===== src/rtl/core/palette_sprite_remap_blit_core_assert.svh =====
// ----------------------------------------------------------------------------
// Assertion macros for palette_sprite_remap_blit_core
// Concurrent assertion wrappers, compiled out when ASSERT_OFF is defined.
// ----------------------------------------------------------------------------
`ifndef PALETTE_SPRITE_REMAP_BLIT_CORE_ASSERT_SVH
`define PALETTE_SPRITE_REMAP_BLIT_CORE_ASSERT_SVH

`ifndef ASSERT_OFF
`define PSRB_ASSERT(lbl, clk, rst_n, prop, msg) \
    lbl: assert property (@(posedge clk) disable iff (!rst_n) prop) else $error(msg);
`define PSRB_ASSERT_ALWAYS(lbl, clk, prop, msg) \
    lbl: assert property (@(posedge clk) prop) else $error(msg);
`else
`define PSRB_ASSERT(lbl, clk, rst_n, prop, msg)
`define PSRB_ASSERT_ALWAYS(lbl, clk, prop, msg)
`endif

`endif


===== src/rtl/core/psrb_pkg.sv =====
// ----------------------------------------------------------------------------
// psrb_pkg
// Shared types, constants and the shade ROM of the sprite blit core.
// ----------------------------------------------------------------------------
package psrb_pkg;

    localparam int TARGET_WIDTH_DEF  = 76;
    localparam int TARGET_HEIGHT_DEF = 96;
    localparam int REMAP_FIRST_DEF   = 192;
    localparam int QUEUE_DEPTH       = 4;

    localparam int ADDR_W  = 13;
    localparam int COORD_W = 8;
    localparam int COL_W   = 9;
    localparam int ROW_W   = 8;

    localparam logic KIND_PALETTE = 1'b0;
    localparam logic KIND_PIXEL   = 1'b1;

    localparam logic [2:0] REG_OFFSET_X     = 3'd0;
    localparam logic [2:0] REG_OFFSET_Y     = 3'd1;
    localparam logic [2:0] REG_FRAME_WIDTH  = 3'd2;
    localparam logic [2:0] REG_FRAME_HEIGHT = 3'd3;
    localparam logic [2:0] REG_OWNER        = 3'd4;

    localparam logic [1:0] OWNER_RED  = 2'd0;
    localparam logic [1:0] OWNER_BLUE = 2'd1;
    localparam logic [1:0] OWNER_GREY = 2'd2;

    typedef struct packed {
        logic                is_write;
        logic [7:0]          index;
        logic [23:0]         rgb;
        logic [COORD_W-1:0]  tx;
        logic [COORD_W-1:0]  ty;
        logic                last;
    } psrb_cmd_t;

    typedef struct packed {
        logic      valid;
        logic      full;
        psrb_cmd_t head;
    } psrb_q_status_t;

    // floor(255 * min(1, c * (0.60 + k/32))), rows by coefficient
    localparam logic [7:0] SHADE_ROM [0:5][0:15] = '{
        '{8'd153, 8'd160, 8'd168, 8'd176, 8'd184, 8'd192, 8'd200, 8'd208,
          8'd216, 8'd224, 8'd232, 8'd240, 8'd248, 8'd255, 8'd255, 8'd255},
        '{8'd18, 8'd19, 8'd20, 8'd21, 8'd22, 8'd23, 8'd24, 8'd25,
          8'd26, 8'd26, 8'd27, 8'd28, 8'd29, 8'd30, 8'd31, 8'd32},
        '{8'd12, 8'd12, 8'd13, 8'd14, 8'd14, 8'd15, 8'd16, 8'd16,
          8'd17, 8'd17, 8'd18, 8'd19, 8'd19, 8'd20, 8'd21, 8'd21},
        '{8'd27, 8'd28, 8'd30, 8'd31, 8'd33, 8'd34, 8'd36, 8'd37,
          8'd39, 8'd40, 8'd41, 8'd43, 8'd44, 8'd46, 8'd47, 8'd49},
        '{8'd84, 8'd88, 8'd92, 8'd97, 8'd101, 8'd106, 8'd110, 8'd114,
          8'd119, 8'd123, 8'd127, 8'd132, 8'd136, 8'd141, 8'd145, 8'd149},
        '{8'd130, 8'd136, 8'd143, 8'd150, 8'd157, 8'd163, 8'd170, 8'd177,
          8'd184, 8'd191, 8'd197, 8'd204, 8'd211, 8'd218, 8'd224, 8'd231}
    };

    function automatic logic [23:0] shade_rgb(input logic [1:0] owner,
                                              input logic [3:0] k);
        logic [23:0] res;
        case (owner)
            OWNER_RED: begin
                res = {SHADE_ROM[0][k], SHADE_ROM[1][k], SHADE_ROM[2][k]};
            end
            OWNER_BLUE: begin
                res = {SHADE_ROM[3][k], SHADE_ROM[4][k], SHADE_ROM[0][k]};
            end
            default: begin
                res = {SHADE_ROM[5][k], SHADE_ROM[5][k], SHADE_ROM[5][k]};
            end
        endcase
        return res;
    endfunction

endpackage


===== src/rtl/core/psrb_queue.sv =====
// ----------------------------------------------------------------------------
// psrb_queue
// Short command FIFO decoupling the front and back halves.
// ----------------------------------------------------------------------------
module psrb_queue #(
    parameter int DEPTH = psrb_pkg::QUEUE_DEPTH
) (
    input  logic                      aclk,
    input  logic                      aresetn,
    input  logic                      push,
    input  psrb_pkg::psrb_cmd_t       push_cmd,
    input  logic                      pop,
    output psrb_pkg::psrb_q_status_t  status,
    output logic [$clog2(DEPTH+1)-1:0] level
);
    import psrb_pkg::*;

    localparam int PTR_W = (DEPTH > 1) ? $clog2(DEPTH) : 1;
    localparam int LVL_W = $clog2(DEPTH + 1);

    psrb_cmd_t         entry_reg [DEPTH];
    logic [PTR_W-1:0]  wr_ptr_reg, wr_ptr_next, rd_ptr_reg, rd_ptr_next;
    logic [LVL_W-1:0]  level_reg, level_next;
    logic              do_push, do_pop;

    assign status.valid = (level_reg != '0);
    assign status.full  = (level_reg == LVL_W'(DEPTH));
    assign status.head  = entry_reg[rd_ptr_reg];
    assign level        = level_reg;

    always_comb begin
        do_push     = push && !status.full;
        do_pop      = pop && status.valid;
        wr_ptr_next = wr_ptr_reg;
        rd_ptr_next = rd_ptr_reg;
        if (do_push) begin
            wr_ptr_next = (wr_ptr_reg == PTR_W'(DEPTH - 1)) ? '0 : wr_ptr_reg + 1'b1;
        end
        if (do_pop) begin
            rd_ptr_next = (rd_ptr_reg == PTR_W'(DEPTH - 1)) ? '0 : rd_ptr_reg + 1'b1;
        end
        level_next = level_reg;
        if (do_push && !do_pop) begin
            level_next = level_reg + 1'b1;
        end else if (do_pop && !do_push) begin
            level_next = level_reg - 1'b1;
        end
    end

    always_ff @(posedge aclk) begin
        if (!aresetn) begin
            wr_ptr_reg <= '0;
            rd_ptr_reg <= '0;
            level_reg  <= '0;
        end else begin
            wr_ptr_reg <= wr_ptr_next;
            rd_ptr_reg <= rd_ptr_next;
            level_reg  <= level_next;
        end
    end

    always_ff @(posedge aclk) begin
        if (do_push) begin
            entry_reg[wr_ptr_reg] <= push_cmd;
        end
    end

endmodule


===== config.mk =====
export PLATFORM = sky130hd
export DESIGN_NAME = psrb_queue
export DESIGN_NICKNAME = d
export VERILOG_FILES = /design/src/rtl/core/palette_sprite_remap_blit_core_assert.svh /design/src/rtl/core/psrb_pkg.sv /design/src/rtl/core/psrb_queue.sv
export SDC_FILE = /design/constraint.sdc
export NUM_CORES = 1
export LEC_CHECK = 0
export BUFFER_PORTS_ARGS = -buffer_cell sky130_fd_sc_hd__buf_2
export CORE_ASPECT_RATIO = 1.25
export CORE_MARGIN = 2
export CORE_UTILIZATION = 33
export DETAILED_ROUTE_END_ITERATION = 7
export GPL_TIMING_DRIVEN = 0
export HOLD_SLACK_MARGIN = 0.02
export PLACE_DENSITY = 0.57
export SKIP_CTS_REPAIR_TIMING = 1
export SLEW_MARGIN = 30
export SYNTH_ARGS = -nofsm -noshare
export SYNTH_HDL_FRONTEND = slang
export SYNTH_SLANG_ARGS = --single-unit

===== constraint.sdc =====
create_clock -name aclk -period 3.2 [get_ports aclk]
set_input_delay 0.16 -clock aclk [delete_from_list [all_inputs] [get_ports aclk]]
set_output_delay 0.16 -clock aclk [all_outputs]
set_load 0.1 [all_outputs]

==> results_dict.tcl, run 1 <==
set metrics [dict create \
    outcome "completed" \
    path_cells "o31ai_1 -> ha_1 -> inv_1 -> fa_1 -> xor2_1 -> or3_1 -> a21boi_0" \
    core_area_sq_mm 0.0230 \
    grt_overflow 0 \
    maxSlewHeadroom_pct 65.8 \
    drc 0 \
    die_y_um 175 \
    gp_congestion 0.658 \
    swShare_pct 40.8 \
    drtAntennaViolNets 0 \
    cts-root-buf "clkbuf_16" \
    area_growth_pct 29.6 \
    viasPerCell 4.64 \
    setup_viol 0 \
    worstSkewPairLatency_ns 0.50 \
    total_power_mw 10.1 \
    seq_power_share_pct 33.9 \
    syn_area_per_cell_sq_um 24.8 \
    start_util_pct 33.7 \
    grt_pass1_vias 4000 \
    hold_viol 0 \
    powerDensity_mw_per_mm2 1000 \
    yosysSeqAreaShare_pct 79.8 \
    holdWs_ns 0.104 \
    final_cell_mix "200 x edfxtp_1, 114 x buf_2, 51 x dlygate4sd3_1, 50 x mux4_2, 23 x clkbuf_16" \
    fillers 2029 \
    final_common_cell "edfxtp_1" \
    max_cap_viol_count 0 \
    slowest_stage "o31ai_1" \
    htreeDepth 1 \
    drt_iter0_drc 159 \
    die_w_um 141 \
    final_cell_area_sq_mm 0.0101 \
    p_int_mw 5.97 \
    cts.path.max_buffers 3 \
    leakagePower_nw 3.46 \
    start_kind "flop" \
    antenna_found_initial 0 \
    slowest_delay_ns 0.50 \
    dpl.hpwl_um 8840 \
    crit_arrival_ns 2.81 \
    min_path_type "in -> reg" \
    yosysWarnings 0 \
    ys_ff_latch 209 \
    finalWirelength_um 14500 \
    synth_cell_types 24 \
    largest_register_ffs 200 \
    fin_tns_setup_ns 0 \
    rsz0062_at_grt "false" \
    path_max_fanout 6 \
    dr.pass1.iters 4 \
    ir_drop_uv 701 \
    end_kind "flop" \
    grt_pass1_wl_um 22100 \
    fin_crit_sh_pct 75.2 \
    fin_crit_ns 2.41 \
    path_class "reg -> reg" \
    cts_tree "yes" \
    numCtsBuffers 23 \
    finClkSkew_ns 0.00573 \
    grtUsageTotal_pct 11.7 \
    nets 562 \
    synthesis.nets 374 \
    combPwrFrac_pct 39.1 \
    crit_required_ns 3.61 \
    p_clk_share_pct 27.0 \
    path_clk_slew_ns 0.06 \
    placed_cell_area_sq_mm 0.00875 \
    synth.cell_area_sq_mm 0.00775 \
    drv_slew 0 \
    clkSinkCount 209 \
    rows 62 \
    ios 109 \
    io_buffers 108 \
    diodes 0 \
    via_count 3731 \
    p_switching_mw 4.12 \
    avgRoutedWirePerCell_um 18.1 \
    grt_max_degree 32 \
    drive_gt1_share_pct 41.7 \
    syn_inst 313 \
    worst_pin_slew_ns 0.508 \
    dieArea_sq_mm 0.0247 \
    fmax_mhz 416 \
]
power groups by stage:
stage | clock network, mW | registers, mW | logic (mW)
CTS | 2.80 | 3.42 | 3.95
global placement | 0 | 3.47 | 3.89
floorplan | 0 | 3.55 | 3.23
finish | 2.72 | 3.42 | 3.94
detailed placement | 0 | 3.48 | 3.95
global route | 2.92 | 3.44 | 4.10
cell families (layout without fill, tap and decap cells):
kind of cell	count (synthesis)	in the layout	synth area share [%]
xor+xnor	2	2	0.226
compound gates	5	5	0.387
mux	53	53	14.9
flops	209	209	79.8
buf+inv	17	220	2.07
simple gates	20	20	1.40
fa+ha+maj	7	7	1.23
worst max-delay path: cells and delay by family, from the launching register on:
family          cells  cell delay, ns
compound gates      2            0.70
xor+xnor            1            0.18
buf+inv             1            0.07
flops               1            0.40
simple gates        1            0.30
fa+ha+maj           2            0.68
final timing paths:
kind	cells past startpoint	from	end	slack, ns
hold / removal	3	pop	flop	0.10
hold reg to reg	2	wr_ptr_reg[1]	wr_ptr_reg[1]	0.51
setup / recovery	7	level[0]	level[2]	0.79
setup reg to reg	7	level[0]	level[2]	0.79
per-layer routing:
layer  vias up  global-route usage [%]  wire, um
met5         -                       0         0
met4         0                    3.13       211
met1      1930                    14.1      6000
met2        90                    20.8      7590
li1       1692                       -         -
met3        19                    3.05       745
metrics by stage:
| stage | util, % | setup slack, ns | cells |
|---|---|---|---|
| after global placement | 37.6 | 0.700 | 709 |
| after global routing | 43.6 | 0.574 | 804 |
| final | 43.6 | 0.794 | 804 |
| after floorplan | - | 0.162 | 313 |
| after CTS | 41.4 | 0.772 | 753 |
| after detailed placement | 38.0 | 0.823 | 713 |
final cells by class:
| class | instances | area (sq um) | area share (%) |
|---|---|---|---|
| clock buffer | 25 | 583 | 5.80 |
| clock inverter | 15 | 206 | 2.05 |
| timing repair buffer | 163 | 1130 | 11.3 |
| tap | 288 | 360 | 3.58 |
| multi-input combinational | 87 | 1420 | 14.2 |
| sequential | 209 | 6190 | 61.6 |
| inverter | 3 | 11.3 | 0.112 |
| buffer | 14 | 149 | 1.48 |
synthesized netlist by cell type:
library cell,count,area (sq um)
nor2b_1,2,12.5
nand2_1,6,22.5
buf_1,1,3.75
buf_6,1,11.3
and2_1,5,31.3
a21boi_0,1,7.51
inv_1,3,11.3
clkbuf_1,1,3.75
o21ai_0,3,15.0
buf_12,5,100
edfxtp_1,200,6010
mux4_2,50,1130
buf_2,6,30.0
or3_1,2,12.5
nor2_1,2,7.51
fa_1,1,20.0
ha_1,6,75.1
nand3_1,2,10.0
dfxtp_1,9,180
nor3b_2,1,12.5
xor2_1,1,8.76
mux2i_1,3,30.0
xnor2_1,1,8.76
o31ai_1,1,7.51
(Power assumes the default switching activity.)
==> inputs of run 2 (changes only) <==
--- a/config.mk
+++ b/config.mk
@@ -5,6 +5,7 @@
 export SDC_FILE = /design/constraint.sdc
 export NUM_CORES = 1
 export LEC_CHECK = 0
+export ABC_AREA = 1
 export BUFFER_PORTS_ARGS = -buffer_cell sky130_fd_sc_hd__buf_2
 export CORE_ASPECT_RATIO = 1.25
 export CORE_MARGIN = 2
==> constraint.sdc (replaced) <==
create_clock -name aclk -period 2.3 [get_ports aclk]
set_input_delay 0.115 -clock aclk [delete_from_list [all_inputs] [get_ports aclk]]
set_output_delay 0.115 -clock aclk [all_outputs]
set_load 0.1 [all_outputs]
==> results_dict.tcl, run 2 <==
set metrics [dict create \
    drt_iter0_drc 287 \
    setup_viol 0 \
    final_common_cell "edfxtp_1" \
    largest_register_ffs 200 \
    grt_overflow 0 \
    path_max_fanout 10 \
    synthesis.nets 615 \
    diodes 0 \
    min_to "rd_ptr_reg[0]" \
    yosysWarnings 0 \
    syn_inst 554 \
    end_kind "primary output" \
    dr.pass1.iters 4 \
    crit_required_ns 2.18 \
    ys_ff_latch 209 \
    reg2regPathDepth 9 \
    nets 812 \
    min-delay-start "pop" \
    gp_congestion 0.744 \
    grt_max_degree 18 \
    io_buffers 108 \
    synth_top_area_share_pct 74.7 \
    min_path_type "in -> reg" \
    via_count 5202 \
    fin_crit_ns 2.19 \
    synth_compound_area_share_pct 10.4 \
    avgRoutedWirePerCell_um 17.7 \
    htreeDepth 1 \
    die_w_um 144 \
    outcome "completed" \
    drc 0 \
    viasPerCell 4.76 \
    yosysSeqAreaShare_pct 76.9 \
    drive_gt1_share_pct 32.1 \
    synth_xor_area_share_pct 0 \
    synth_flop_cell "edfxtp_1" \
    rows 63 \
    synthMuxAreaShare_pct 0 \
    utilization_pct 46.1 \
    syn_area_per_cell_sq_um 14.5 \
    fmax_mhz 456 \
    cts-root-buf "clkbuf_16" \
    synthSimpleGateAreaFrac_pct 6.45 \
    hold_viol 0 \
    cts.path.max_buffers 3 \
    start_util_pct 33.8 \
    rsz0062_at_grt "false" \
    synth.cell_area_sq_mm 0.00805 \
    synth_area_leader_cell "edfxtp_1" \
    grtUsageTotal_pct 15.0 \
    worstSkewPairLatency_ns 0.51 \
    yosysMostFrequentCell "edfxtp_1" \
    whs_path_depth 4 \
    clkSinkCount 209 \
    async_flop_share_pct 0 \
    synth_cell_types 23 \
    crit_arrival_ns 2.08 \
    path_clk_slew_ns 0.06 \
    grt_pass1_vias 5336 \
    synthTopCellsByCount "200 x edfxtp_1, 116 x nor2_1, 60 x o21ai_1" \
    dieArea_sq_mm 0.0257 \
    worst_pin_slew_ns 0.519 \
    numCtsBuffers 23 \
    finalWirelength_um 19300 \
    max_cap_viol_count 0 \
    synth.area.top_cells "edfxtp_1 75%, nor2_1 5.4%, o22ai_1 3.9%, o21ai_1 3.7%, o21ai_0 2.6%" \
    maxSlewHeadroom_pct 65.6 \
    synth_top_family_by_area "compound AO/OA/AOI/OAI gates" \
    finClkSkew_ns 0.0160 \
    start_kind "flop" \
    fin_crit_sh_pct 95.3 \
    r2r-start "level[1]" \
    final_cell_mix "200 x edfxtp_1, 112 x nor2_1, 85 x buf_2, 60 x o21ai_1, 52 x dlygate4sd3_1" \
    ios 109 \
    area_growth_pct 36.5 \
    reg2reg_to "level[1]" \
    grt_pass1_wl_um 29300 \
    core_area_sq_mm 0.0238 \
    dpl.hpwl_um 12400 \
    drv_slew 0 \
    die_y_um 179 \
    drtAntennaViolNets 0 \
    r2r_setup_slack_ns 0.15 \
    cts_tree "yes" \
    synth_edf_count 200 \
    antenna_found_initial 0 \
    synth_fa_ha_area_share_pct 1.18 \
    path_class "reg -> out" \
]
[run 2: how the worst max path moves through the flow]
| stage | startpoint | to | slack [ns] | depth (start not counted) |
|---|---|---|---|---|
| 3_5_place_dp | level[1] | level[1] | 0.14 | 9 |
| 6_report | flop | status[39] | 0.11 | 5 |
| 2_1_floorplan | level[2] | level[1] | 0.02 | 8 |
| 5_1_grt | flop | status[16] | 0.00007 | 5 |
| 4_1_cts | flop | status[40] | -0.01 | 5 |
| 3_3_place_gp | level[1] | entry_reg[0][1] | -0.35 | 4 |
[run 2: cells by family (layout without fill, tap and decap cells)]
logic type / after synthesis / in the layout
fa+ha+maj: 7 / 7
compound gates: 154 / 154
flops: 209 / 209
buf+inv: 49 / 262
simple gates: 135 / 135
[run 2: per-layer routing]
metal	wire, um	share of wire [%]	GRT usage (%)
met3	959	5.0	3.65
met4	422	2.2	4.94
met2	9870	51	26.1
met5	0	0	0
met1	8080	42	18.2
[run 2: critical path, cell delays in order (launching register included)]
cell and delay (ns):
dfxtp_1 0.39, inv_1 0.22, buf_2 0.27, o21ai_1 0.11
o22ai_2 0.12, buf_2 0.45
[run 2: layout make-up]
| class | instances | area (sq um) |
|---|---|---|
| timing repair buffer | 172 | 1470 |
| inverter | 18 | 80.1 |
| clock buffer | 27 | 591 |
| clock inverter | 14 | 105 |
| fill | 2182 | 12800 |
| buffer | 31 | 332 |
| multi-input combinational | 296 | 1800 |
| tap | 325 | 407 |
| sequential | 209 | 6190 |
[run 2: metrics by stage]
stage	area (sq um)	worst slack [ns]	setup TNS, ns	instances	hold slack [ns]
4_1_cts	10400	-0.0123	-0.0227	1040	-0.197
3_3_place_gp	9350	-0.351	-63.15	987	0.323
6_report	11000	0.109	0	1092	0.0317
3_5_place_dp	9680	0.138	0	999	0.336
2_1_floorplan	8400	0.0171	0	554	0.214
5_1_grt	11000	0.0000708	0	1092	0.0622
Power of run 2 is not shown: default switching activity piles up to over one toggle a cycle in this logic, so the estimate is an artifact.
