File: config.mk
export PLATFORM = sky130hd
export DESIGN_NAME = psrb_front
export DESIGN_NICKNAME = d
export VERILOG_FILES = /design/src/rtl/core/palette_sprite_remap_blit_core_assert.svh /design/src/rtl/core/psrb_pkg.sv /design/src/rtl/core/psrb_front.sv
export SDC_FILE = /design/constraint.sdc
export NUM_CORES = 1
export LEC_CHECK = 0
export ABC_AREA = 1
export BUFFER_PORTS_ARGS = -buffer_cell sky130_fd_sc_hd__buf_2
export CELL_PAD_IN_SITES_DETAIL_PLACEMENT = 1
export CELL_PAD_IN_SITES_GLOBAL_PLACEMENT = 1
export CORE_AREA = 3 3 108 110
export DETAILED_ROUTE_END_ITERATION = 8
export DIE_AREA = 0 0 111 113
export GPL_ROUTABILITY_DRIVEN = 0
export GPL_TIMING_DRIVEN = 0
export MAX_ROUTING_LAYER = met4
export PLACE_DENSITY_LB_ADDON = 0.1
export SETUP_SLACK_MARGIN = 0.05
export SLEW_MARGIN = 20
export SYNTH_ARGS = -nofsm -noshare
export SYNTH_HDL_FRONTEND = slang
export SYNTH_SLANG_ARGS = --single-unit
File: constraint.sdc
create_clock -name aclk -period 2.2 [get_ports aclk]
set_input_delay 0.44 -clock aclk [delete_from_list [all_inputs] [get_ports aclk]]
set_output_delay 0.44 -clock aclk [all_outputs]
set_load 0.03 [all_outputs]
File: src/rtl/core/palette_sprite_remap_blit_core_assert.svh
// ----------------------------------------------------------------------------
// Assertion macros for palette_sprite_remap_blit_core
// Concurrent assertion wrappers, compiled out when ASSERT_OFF is defined.
// ----------------------------------------------------------------------------
`ifndef PALETTE_SPRITE_REMAP_BLIT_CORE_ASSERT_SVH
`define PALETTE_SPRITE_REMAP_BLIT_CORE_ASSERT_SVH

`ifndef ASSERT_OFF
`define PSRB_ASSERT(lbl, clk, rst_n, prop, msg) \
    lbl: assert property (@(posedge clk) disable iff (!rst_n) prop) else $error(msg);
`define PSRB_ASSERT_ALWAYS(lbl, clk, prop, msg) \
    lbl: assert property (@(posedge clk) prop) else $error(msg);
`else
`define PSRB_ASSERT(lbl, clk, rst_n, prop, msg)
`define PSRB_ASSERT_ALWAYS(lbl, clk, prop, msg)
`endif

`endif

File: src/rtl/core/psrb_pkg.sv
// ----------------------------------------------------------------------------
// psrb_pkg
// Shared types, constants and the shade ROM of the sprite blit core.
// ----------------------------------------------------------------------------
package psrb_pkg;

    localparam int TARGET_WIDTH_DEF  = 76;
    localparam int TARGET_HEIGHT_DEF = 96;
    localparam int REMAP_FIRST_DEF   = 192;
    localparam int QUEUE_DEPTH       = 4;

    localparam int ADDR_W  = 13;
    localparam int COORD_W = 8;
    localparam int COL_W   = 9;
    localparam int ROW_W   = 8;

    localparam logic KIND_PALETTE = 1'b0;
    localparam logic KIND_PIXEL   = 1'b1;

    localparam logic [2:0] REG_OFFSET_X     = 3'd0;
    localparam logic [2:0] REG_OFFSET_Y     = 3'd1;
    localparam logic [2:0] REG_FRAME_WIDTH  = 3'd2;
    localparam logic [2:0] REG_FRAME_HEIGHT = 3'd3;
    localparam logic [2:0] REG_OWNER        = 3'd4;

    localparam logic [1:0] OWNER_RED  = 2'd0;
    localparam logic [1:0] OWNER_BLUE = 2'd1;
    localparam logic [1:0] OWNER_GREY = 2'd2;

    typedef struct packed {
        logic                is_write;
        logic [7:0]          index;
        logic [23:0]         rgb;
        logic [COORD_W-1:0]  tx;
        logic [COORD_W-1:0]  ty;
        logic                last;
    } psrb_cmd_t;

    typedef struct packed {
        logic      valid;
        logic      full;
        psrb_cmd_t head;
    } psrb_q_status_t;

    // floor(255 * min(1, c * (0.60 + k/32))), rows by coefficient
    localparam logic [7:0] SHADE_ROM [0:5][0:15] = '{
        '{8'd153, 8'd160, 8'd168, 8'd176, 8'd184, 8'd192, 8'd200, 8'd208,
          8'd216, 8'd224, 8'd232, 8'd240, 8'd248, 8'd255, 8'd255, 8'd255},
        '{8'd18, 8'd19, 8'd20, 8'd21, 8'd22, 8'd23, 8'd24, 8'd25,
          8'd26, 8'd26, 8'd27, 8'd28, 8'd29, 8'd30, 8'd31, 8'd32},
        '{8'd12, 8'd12, 8'd13, 8'd14, 8'd14, 8'd15, 8'd16, 8'd16,
          8'd17, 8'd17, 8'd18, 8'd19, 8'd19, 8'd20, 8'd21, 8'd21},
        '{8'd27, 8'd28, 8'd30, 8'd31, 8'd33, 8'd34, 8'd36, 8'd37,
          8'd39, 8'd40, 8'd41, 8'd43, 8'd44, 8'd46, 8'd47, 8'd49},
        '{8'd84, 8'd88, 8'd92, 8'd97, 8'd101, 8'd106, 8'd110, 8'd114,
          8'd119, 8'd123, 8'd127, 8'd132, 8'd136, 8'd141, 8'd145, 8'd149},
        '{8'd130, 8'd136, 8'd143, 8'd150, 8'd157, 8'd163, 8'd170, 8'd177,
          8'd184, 8'd191, 8'd197, 8'd204, 8'd211, 8'd218, 8'd224, 8'd231}
    };

    function automatic logic [23:0] shade_rgb(input logic [1:0] owner,
                                              input logic [3:0] k);
        logic [23:0] res;
        case (owner)
            OWNER_RED: begin
                res = {SHADE_ROM[0][k], SHADE_ROM[1][k], SHADE_ROM[2][k]};
            end
            OWNER_BLUE: begin
                res = {SHADE_ROM[3][k], SHADE_ROM[4][k], SHADE_ROM[0][k]};
            end
            default: begin
                res = {SHADE_ROM[5][k], SHADE_ROM[5][k], SHADE_ROM[5][k]};
            end
        endcase
        return res;
    endfunction

endpackage

File: src/rtl/core/psrb_front.sv
// ----------------------------------------------------------------------------
// psrb_front
// Accepts input beats, tracks source row/column, clips and queues commands.
// ----------------------------------------------------------------------------
module psrb_front #(
    parameter int TARGET_WIDTH  = psrb_pkg::TARGET_WIDTH_DEF,
    parameter int TARGET_HEIGHT = psrb_pkg::TARGET_HEIGHT_DEF
) (
    input  logic                aclk,
    input  logic                aresetn,
    input  logic                s_tvalid,
    output logic                s_tready,
    input  logic [31:0]         s_tdata,
    input  logic                s_tuser,
    input  logic [7:0]          offset_x,
    input  logic [7:0]          offset_y,
    input  logic [7:0]          frame_width,
    input  logic [7:0]          frame_height,
    input  logic                q_full,
    output logic                q_push,
    output psrb_pkg::psrb_cmd_t q_cmd
);
    import psrb_pkg::*;

    logic [COL_W-1:0] col_reg, col_next;
    logic [ROW_W-1:0] row_reg, row_next;
    logic             accept, disabled, col_wrap, row_wrap, visible, hit, last;
    logic [8:0]       padded;
    logic [9:0]       col_inc, tx;
    logic [8:0]       row_inc, ty;
    logic [7:0]       idx;

    assign s_tready = !q_full;
    assign accept   = s_tvalid && s_tready;
    assign idx      = s_tdata[7:0];

    always_comb begin
        disabled = (frame_width == 8'd0) || (frame_height == 8'd0);
        padded   = {1'b0, frame_width} + {8'd0, frame_width[0]};
        col_inc  = {1'b0, col_reg} + 10'd1;
        row_inc  = {1'b0, row_reg} + 9'd1;
        col_wrap = col_inc >= {1'b0, padded};
        row_wrap = row_inc >= {1'b0, frame_height};
        visible  = (col_reg < {1'b0, frame_width}) && (row_reg < frame_height);
        tx       = {2'b0, offset_x} + {1'b0, col_reg};
        ty       = {1'b0, offset_y} + {1'b0, row_reg};
        hit      = visible && (idx != 8'd0) && (tx < 10'(TARGET_WIDTH))
                   && (ty < 9'(TARGET_HEIGHT));
        last     = (col_reg == {1'b0, frame_width - 8'd1})
                   && (row_reg == frame_height - 8'd1);

        col_next = col_reg;
        row_next = row_reg;
        if (accept && s_tuser == KIND_PIXEL) begin
            if (disabled) begin
                col_next = '0;
                row_next = '0;
            end else if (col_wrap) begin
                col_next = '0;
                row_next = row_wrap ? '0 : row_inc[ROW_W-1:0];
            end else begin
                col_next = col_inc[COL_W-1:0];
            end
        end

        q_cmd.is_write = (s_tuser == KIND_PALETTE);
        q_cmd.index    = idx;
        q_cmd.rgb      = {s_tdata[15:8], s_tdata[23:16], s_tdata[31:24]};
        q_cmd.tx       = tx[COORD_W-1:0];
        q_cmd.ty       = ty[COORD_W-1:0];
        q_cmd.last     = last;
        q_push = accept && ((s_tuser == KIND_PALETTE) || (!disabled && hit));
    end

    always_ff @(posedge aclk) begin
        if (!aresetn) begin
            col_reg <= '0;
            row_reg <= '0;
        end else begin
            col_reg <= col_next;
            row_reg <= row_next;
        end
    end

endmodule

==> results, run 1 <==
- The number of hold-repair buffers added at the cts stage is 0.
- The cell type contributing the most total cell area after synthesis is ha_1.
- Counting every net in the synthesized netlist gives 642.
- The proportion of synthesized flip-flops having asynchronous set or reset is 0%.
- The achievable frequency is 365 MHz.
- The total number of placement rows is 38.
- Setup repair after global routing could not meet its margin everywhere.
- The die outline area is 0.0125 mm2.
- The DRC violations left is 0.
- Across all layers, the routed design uses 3594 vias.
- Dividing total power by cell area gives a power density of 235 mW/mm2.
- The most common cell after layout, fill and taps aside is nand2_1.
- The initial antenna violation count is 0.
- The number of top-level pins is 121.
- At the pin with the least slew margin, the transition time is 0.606 ns.
- The number of global-route vias before repair was 3774.
- The combinational family with the most area after synthesis is simple AND/OR/NAND/NOR gates.
- The effective utilization at floorplan is 30.7%.
- The TritonCTS clock tree is built.
- The portion of synthesized area spent on multiplexers is 0%.
- The total placed cells including tap cells is 752.
- The final setup violation count is 22.
- The category of the most critical setup path is flip-flop to primary output.
- The instance count of the mapped netlist is 517.
- The number of antenna diodes in the final layout is 0.
- Sorting the synthesized cells by area gives the leading types as ha_1 20%, nand2_1 15%, dfxtp_1 10%.
- The finished layout holds 776 standard cells, fillers aside.
- The largest fanout on the critical path is 3.
- The worst setup path is launched from a flip-flop.
- The first-pass detailed-route iteration total is 4.
- The met2 layer usage reported by global route is 30.2%.
- The count of cell types in the netlist is 36.
- The run finished, with violations left.
- The most heavily used metal layer in global routing is met2.
- Clock tree synthesis inserted a total of 3 buffers.
- The cell area after synthesis is 0.00331 mm2.
- The number of nets at the end of the flow is 762.
- Hold is met by 0.532 ns.
- The final layout contains routed wiring with a total length of 10400 um.
- The register with the most flip-flops in the layout has 9 of them.
- Summed over all cells, the static leakage comes to 2.48 nW.
- In this run the critical register-to-register path is captured at row_reg[0].
- The first global-routing pass estimated 17400 um of wire.
- The share of the synthesized area in the top cell type is 20.4%.
- After clock tree synthesis, the clock-pin slew on the worst setup and hold paths is 0.06 ns.
- Along the worst hold path, the cell count comes to 2.
- Of the available clock period, the critical path in the final layout requires 125%.
- The number of cells traversed by the worst register-to-register path is 18.
- The synthesized design contains 17 register bits.
- The die width is 111 um.
- The clock net sink count is 17.
- The path with the worst hold slack has its endpoint at col_reg[3].
- The startpoint identified for the worst hold timing path is col_reg[3].
- Measured against its own limit, the worst slew margin works out to 59.6%.
- The library cells used most frequently in the layout, excluding fill and tap cells, are 125 x nand2_1, 86 x buf_2, 52 x buf_4, 50 x inv_1, 45 x nor2_1.
- The worst vdd rail ir drop is 0.000176 V.
- The average via count per standard cell is 4.63.
- The type of the worst min-delay path is flip-flop to flip-flop.
- Detailed placement finished with a half-perimeter wire length of 8790 um.
- After Yosys synthesis, and, or, nand and nor cells account for 33.2% of the synthesized area.
- The checks that failed: negative setup slack.
- The later-pin clock latency in the skew report is 0.24 ns.
- The worst setup path is captured at a primary output.
- The worst path arrival time is 2.30 ns.
- The startpoint identified for the worst register-to-register timing path is col_reg[1].
- Summing the areas of all fa, ha and maj instances in the mapped netlist gives 21.6% of the synthesized area.
- For this run, global-route usage on met1 was measured as 20.8%.
- The number of nets with antenna violations after routing is 0.
- The tree is rooted in a clkbuf_8.
- Sequential cells were found to cover 10.3% of the synthesized design area.
- The number of synthesized flops with an enable pin is 0.
- A synthesized cell averages 6.41 um2.
- The final max-slew violation count came to 0.
- The layout has 1404 filler cells.
- The quantity of I/O buffers inserted on ports is 95.
- The total of warnings raised by yosys is 0.
- The compound-gate portion of the synthesized area is 7.52%.
- The post-synthesis to final-layout area growth is 41.6%.
- The met3 track demand over resource is 1.82%.
- The maximum number of pins on one net before global-route repair is 11.
- The maximum clock insertion buffer count is 2.
- The average detailed-routed wire length per instance is 13.4 um.
- The main flop type after synthesis is dfxtp_1.
- Once routing completed, OpenROAD measured the worst setup slack at -0.539 ns.
- The CTS H-tree depth is 1.
- The tool flagged a number of max-cap violations equal to 0.
- The global-route usage over all layers is 16.9%.
- Subtracting the final worst setup slack from the clock period gives 2.74 ns.
- The worst setup path startpoint is col_reg[0].
- Cells with a size suffix above 1 make up 39.2% of the layout.
- The parity-gate share of the synthesized area counting xor and xnor cells is 11.6%.
- The y dimension of the die is 113 um.
- Global routing finished with a remaining overflow of 0.
- The total area inside the core boundary comes to 0.0108 mm2.
- Clock skew on the completed layout was measured at 0.00228 ns.
- The required time of the critical path is 1.76 ns.
- In this run, the number of DRC markers left after iteration 0 of detailed routing was 77.
- The setup slack of the most critical reg-to-reg path is -0.24 ns.
- The number of hold violations in the final report was 0.
cells in the mapped netlist, drive strengths merged (3+ instances only):
library cell / number
nand3: 39
nor3: 8
xor2: 30
nor2: 50
nand2: 139
inv: 67
o21a: 3
nand3b: 3
ha: 54
buf: 36
nand4: 8
xnor2: 14
dfxtp: 17
o21ai: 3
a21oi: 31
layout make-up:
cell class / count / area [um2] / area share (%)
Inverter: 67 / 256 / 5.47
Tap cell: 140 / 175 / 3.74
Sequential cell: 17 / 375 / 8.01
Timing Repair Buffer: 114 / 706 / 15.1
Clock buffer: 4 / 45.0 / 0.961
Buffer: 38 / 272 / 5.79
Multi-Input combinational cell: 396 / 2860 / 61.0
timing repair:
item                                    CTS  global route
pin swaps                                14            12
endpoints found under the setup margin   29            28
resized for setup                        72            38
gates cloned                              1             0
setup buffers                            10             9
routing by layer:
metal | part of all wire, % | wire length, um
met1 | 46 | 4820
met2 | 48 | 5020
met3 | 4.6 | 477
met4 | 1.0 | 109
met5 | 0 | 0
critical path, cell delays in order, from the launching register on:
cell and delay, ns:
dfxtp_4 0.36, ha_4 0.13, inv_2 0.04, fa_2 0.35
nand3b_1 0.22, nand2_2 0.11, nand2_1 0.07, nand2_2 0.07
nand2_1 0.05, nor2_1 0.10, nor2_1 0.06, nor2_1 0.08
nand4_1 0.14, a21oi_4 0.16, buf_6 0.14
cells by family after synthesis:
group,after synthesis
flip-flops,17
AND/OR/NAND/NOR,251
XOR/XNOR,44
adder cells (fa/ha/maj),56
buffers and inverters,105
AO/OA/AOI/OAI,44
power by group:
part | switching, W | leakage [nW] | internal (W)
Sequential | 0.00000205 | 0.146 | 0.000301
Clock | 0.000100 | 0.0228 | 0.000128
Combinational | 0.000338 | 2.31 | 0.000235
Total | 0.000440 | 2.48 | 0.000664
stage by stage:
stage	util [%]	setup TNS (ns)	total power [W]	instance area [um2]	worst slack (ns)
floorplan	-	-1.44	0.000664	3350	-0.267
global placement	37.1	-7.40	0.000804	4010	-0.648
detailed placement	37.1	-8.94	0.000818	4010	-0.695
CTS	41.4	-4.15	0.00109	4470	-0.538
global route	43.4	-8.04	0.00118	4690	-0.680
finish	43.4	-4.36	0.00110	4690	-0.539
worst max-delay path by stage:
stage | to | slack [ns] | cells after the start
after floorplan | q_push | -0.27 | 13
after global placement | q_push | -0.65 | 15
after detailed placement | q_push | -0.69 | 15
after CTS | q_push | -0.54 | 14
after global routing | q_push | -0.68 | 14
final | q_push | -0.54 | 14
Note: power is estimated with default switching activity, not from simulation.
==> run 2, diff against run 1 <==
--- a/config.mk
+++ b/config.mk
@@ -9,9 +9,9 @@
 export BUFFER_PORTS_ARGS = -buffer_cell sky130_fd_sc_hd__buf_2
 export CELL_PAD_IN_SITES_DETAIL_PLACEMENT = 1
 export CELL_PAD_IN_SITES_GLOBAL_PLACEMENT = 1
-export CORE_AREA = 3 3 108 110
+export CORE_AREA = 3 3 103 115
 export DETAILED_ROUTE_END_ITERATION = 8
-export DIE_AREA = 0 0 111 113
+export DIE_AREA = 0 0 106 118
 export GPL_ROUTABILITY_DRIVEN = 0
 export GPL_TIMING_DRIVEN = 0
 export MAX_ROUTING_LAYER = met4
==> results, run 2 (synthesized netlist as in run 1, its figures left out) <==
- The worst-case headroom to the max-slew limit is 58.3%.
- After layout, the worst path uses 124% of the clock period.
- From left edge to right edge, the die measures 106 um.
- The post-route netlist has 41.5% of its cells at a drive strength greater than 1.
- Clock-pin slew was measured on the worst setup and hold paths at 0.05 ns.
- The pre-antenna-repair detailed-routing pass consisted of 4 iterations.
- The antenna diode count is 0.
- The first routing iteration left 63 violations.
- Setup repair after global routing could not meet its margin everywhere.
- In this run the remaining antenna-violating nets after routing total 0.
- After floorplanning, the core was divided into 40 placement rows.
- The TritonCTS clock tree is built.
- Counting instances, the worst hold path has a depth of 2.
- The post-synthesis to final-layout area growth is 49.1%.
- The startpoint type of the worst setup path is a flip-flop.
- The category of the most critical setup path is flip-flop to primary output.
- After routing, the total negative slack on setup checks comes to -8.81 ns.
- After layout, the minimum clock period comes to 2.73 ns.
- The most common cell after layout, fill and taps aside is nand2_1.
- Power comes to 0.00125 W.
- The CTS buffer count is 3.
- The achievable frequency is 367 MHz.
- At the pin with the least slew margin, the transition time is 0.625 ns.
- The routed design has 11100 um of wire.
- STA classifies the critical path endpoint as a primary output.
- After the last flow step, the layout net total stands at 788.
- Global routing used 17.5% of the available tracks across all layers.
- The longest clock path from root to sink contains 2 buffers.
- The run finished, with violations left.
- Global routing used 35.4% of the available met2 tracks.
- After detailed routing, the number of remaining DRC violations is 0.
- The startpoint identified for the worst hold timing path is row_reg[3].
- The met1 global-route usage is 18.2%.
- The number of hold violations in the final report is 0.
- The checks that failed: negative setup slack.
- The final setup violation count is 21.
- The largest fanout on the critical path is 3.
- The first global-routing pass estimated 17900 um of wire.
- Counting cells, the worst reg-to-reg path comes to 19.
- The number of global-route vias before repair is 3932.
- In this run, placement finished with an instance count of 759.
- The analysis attributes to cell leakage a power of 2.62 nW.
- The average detailed-routed wire length per instance is 13.7 um.
- The number of top-level pins is 121.
- The max-capacitance violation count is 0.
- The clock net sink count is 17.
- The worst hold slack after final layout is 0.537 ns.
- The slowest cell on the critical path is dfxtp_4.
- The HPWL after detailed placement is 8790 um.
- The final route contains 3698 vias.
- The largest clock skew in the final design is 0.00226 ns.
- The count of placed standard cells in the final layout, fillers left out is 809.
- The endpoint of the worst hold-timing path is row_reg[3].
- After filler insertion, the fill cell instance count of the layout stands at 1420.
- The number of flip-flops in the largest register is 9.
- STA puts the critical path data arrival time at 2.29 ns.
- The critical register-to-register path endpoint is col_reg[7].
- In the global route stage, met3 resource usage came out at 1.92%.
- The y dimension of the die is 118 um.
- The setup check on the worst reg-to-reg path leaves a slack of -0.51 ns.
- Clock tree synthesis selected as its root buffer the cell clkbuf_16.
- IR analysis of the VDD net gives a maximum drop of 0.000268 V.
- The critical path goes through ha_4 > inv_2 > fa_2 > nand3b_1 > nand2_2 > nand2_1 > nand2_1 > nand2_1 > nor2_1 > nor2_1 > nor2_1 > nand4_1 > a21oi_4 > buf_6.
- The later-pin clock latency in the skew report is 0.25 ns.
- The required time of the critical path is 1.76 ns.
- The maximum number of pins on one net before global-route repair is 11.
- The total overflow reported by the global router is 0.
- The quantity of I/O buffers inserted on ports is 95.
- The worst hold path belongs to the class flip-flop to flip-flop.
- The average via count per standard cell is 4.57.
- met2 is the most crowded layer.
- The final max-slew violation count is 0.
- The power density of the placed cells is 253 mW/mm2.
- The startpoint identified for the worst register-to-register timing path is col_reg[0].
- The worst setup timing slack at the placement stage is -0.692 ns.
- The core area is 0.0108 mm2.
- In the layout the commonest cells are 121 x nand2_1, 87 x buf_2, 73 x buf_4, 55 x inv_1, 44 x nor2_1.
- The final setup slack of the worst path is -0.528 ns.
- The effective utilization at floorplan is 30.6%.
- The die outline area is 0.0125 mm2.
- CTS built an H-tree with a depth of 1.
- The longest individual stage delay on the worst path is 0.35 ns.
- The initial antenna violation count is 0.
-- run 2: what timing repair did --
| action | 4_1_cts | 5_1_grt |
|---|---|---|
| pin swaps | 20 | 21 |
| resized for setup | 75 | 42 |
| setup buffers | 26 | 20 |
| endpoints found under the setup margin | 29 | 27 |
| cloned | 1 | 0 |
| hold buffers | 0 | 0 |
-- run 2: cell type report --
class	count	area (um2)	share of cell area, %
multi-input combinational	396	2870	58.1
timing repair buffer	140	903	18.3
sequential	17	379	7.68
buffer	38	269	5.45
inverter	67	254	5.14
tap	147	184	3.72
clock buffer	4	78.8	1.60
-- run 2: report_power, final --
group          switching, W  internal [W]
Sequential       0.00000208      0.000300
Clock              0.000119      0.000246
Combinational      0.000341      0.000242
Total              0.000462      0.000788
-- run 2: stage by stage --
| stage | utilization, % | area (um2) |
|---|---|---|
| 5_1_grt | 45.7 | 4940 |
| 6_report | 45.7 | 4940 |
| 4_1_cts | 42.6 | 4610 |
| 3_5_place_dp | 37.1 | 4010 |
| 2_1_floorplan | - | 3350 |
| 3_3_place_gp | 37.1 | 4010 |
-- run 2: worst max path at each step --
stage / start / endpoint / slack, ns / cells after the start
finish: col_reg[0] / q_push / -0.53 / 14
global route: col_reg[0] / q_push / -0.69 / 14
CTS: col_reg[0] / q_push / -0.54 / 14
detailed placement: offset_x[0] / q_push / -0.69 / 15
global placement: offset_x[0] / q_push / -0.64 / 15
floorplan: offset_x[0] / q_push / -0.27 / 13
-- run 2: routing by layer --
metal	wire length, um	vias to the layer above
met5	0	-
met4	124	0
met3	229	14
met2	6360	57
met1	4390	1714
li1	-	1913
-- run 2: worst max-delay path: cells and delay by family (launching register included) --
family | cells | cell delay, ns
DFF | 1 | 0.35
adders and majority gates | 2 | 0.48
buffers and inverters | 2 | 0.18
AOI/OAI and AO/OA | 1 | 0.15
and+or+nand+nor | 9 | 0.88
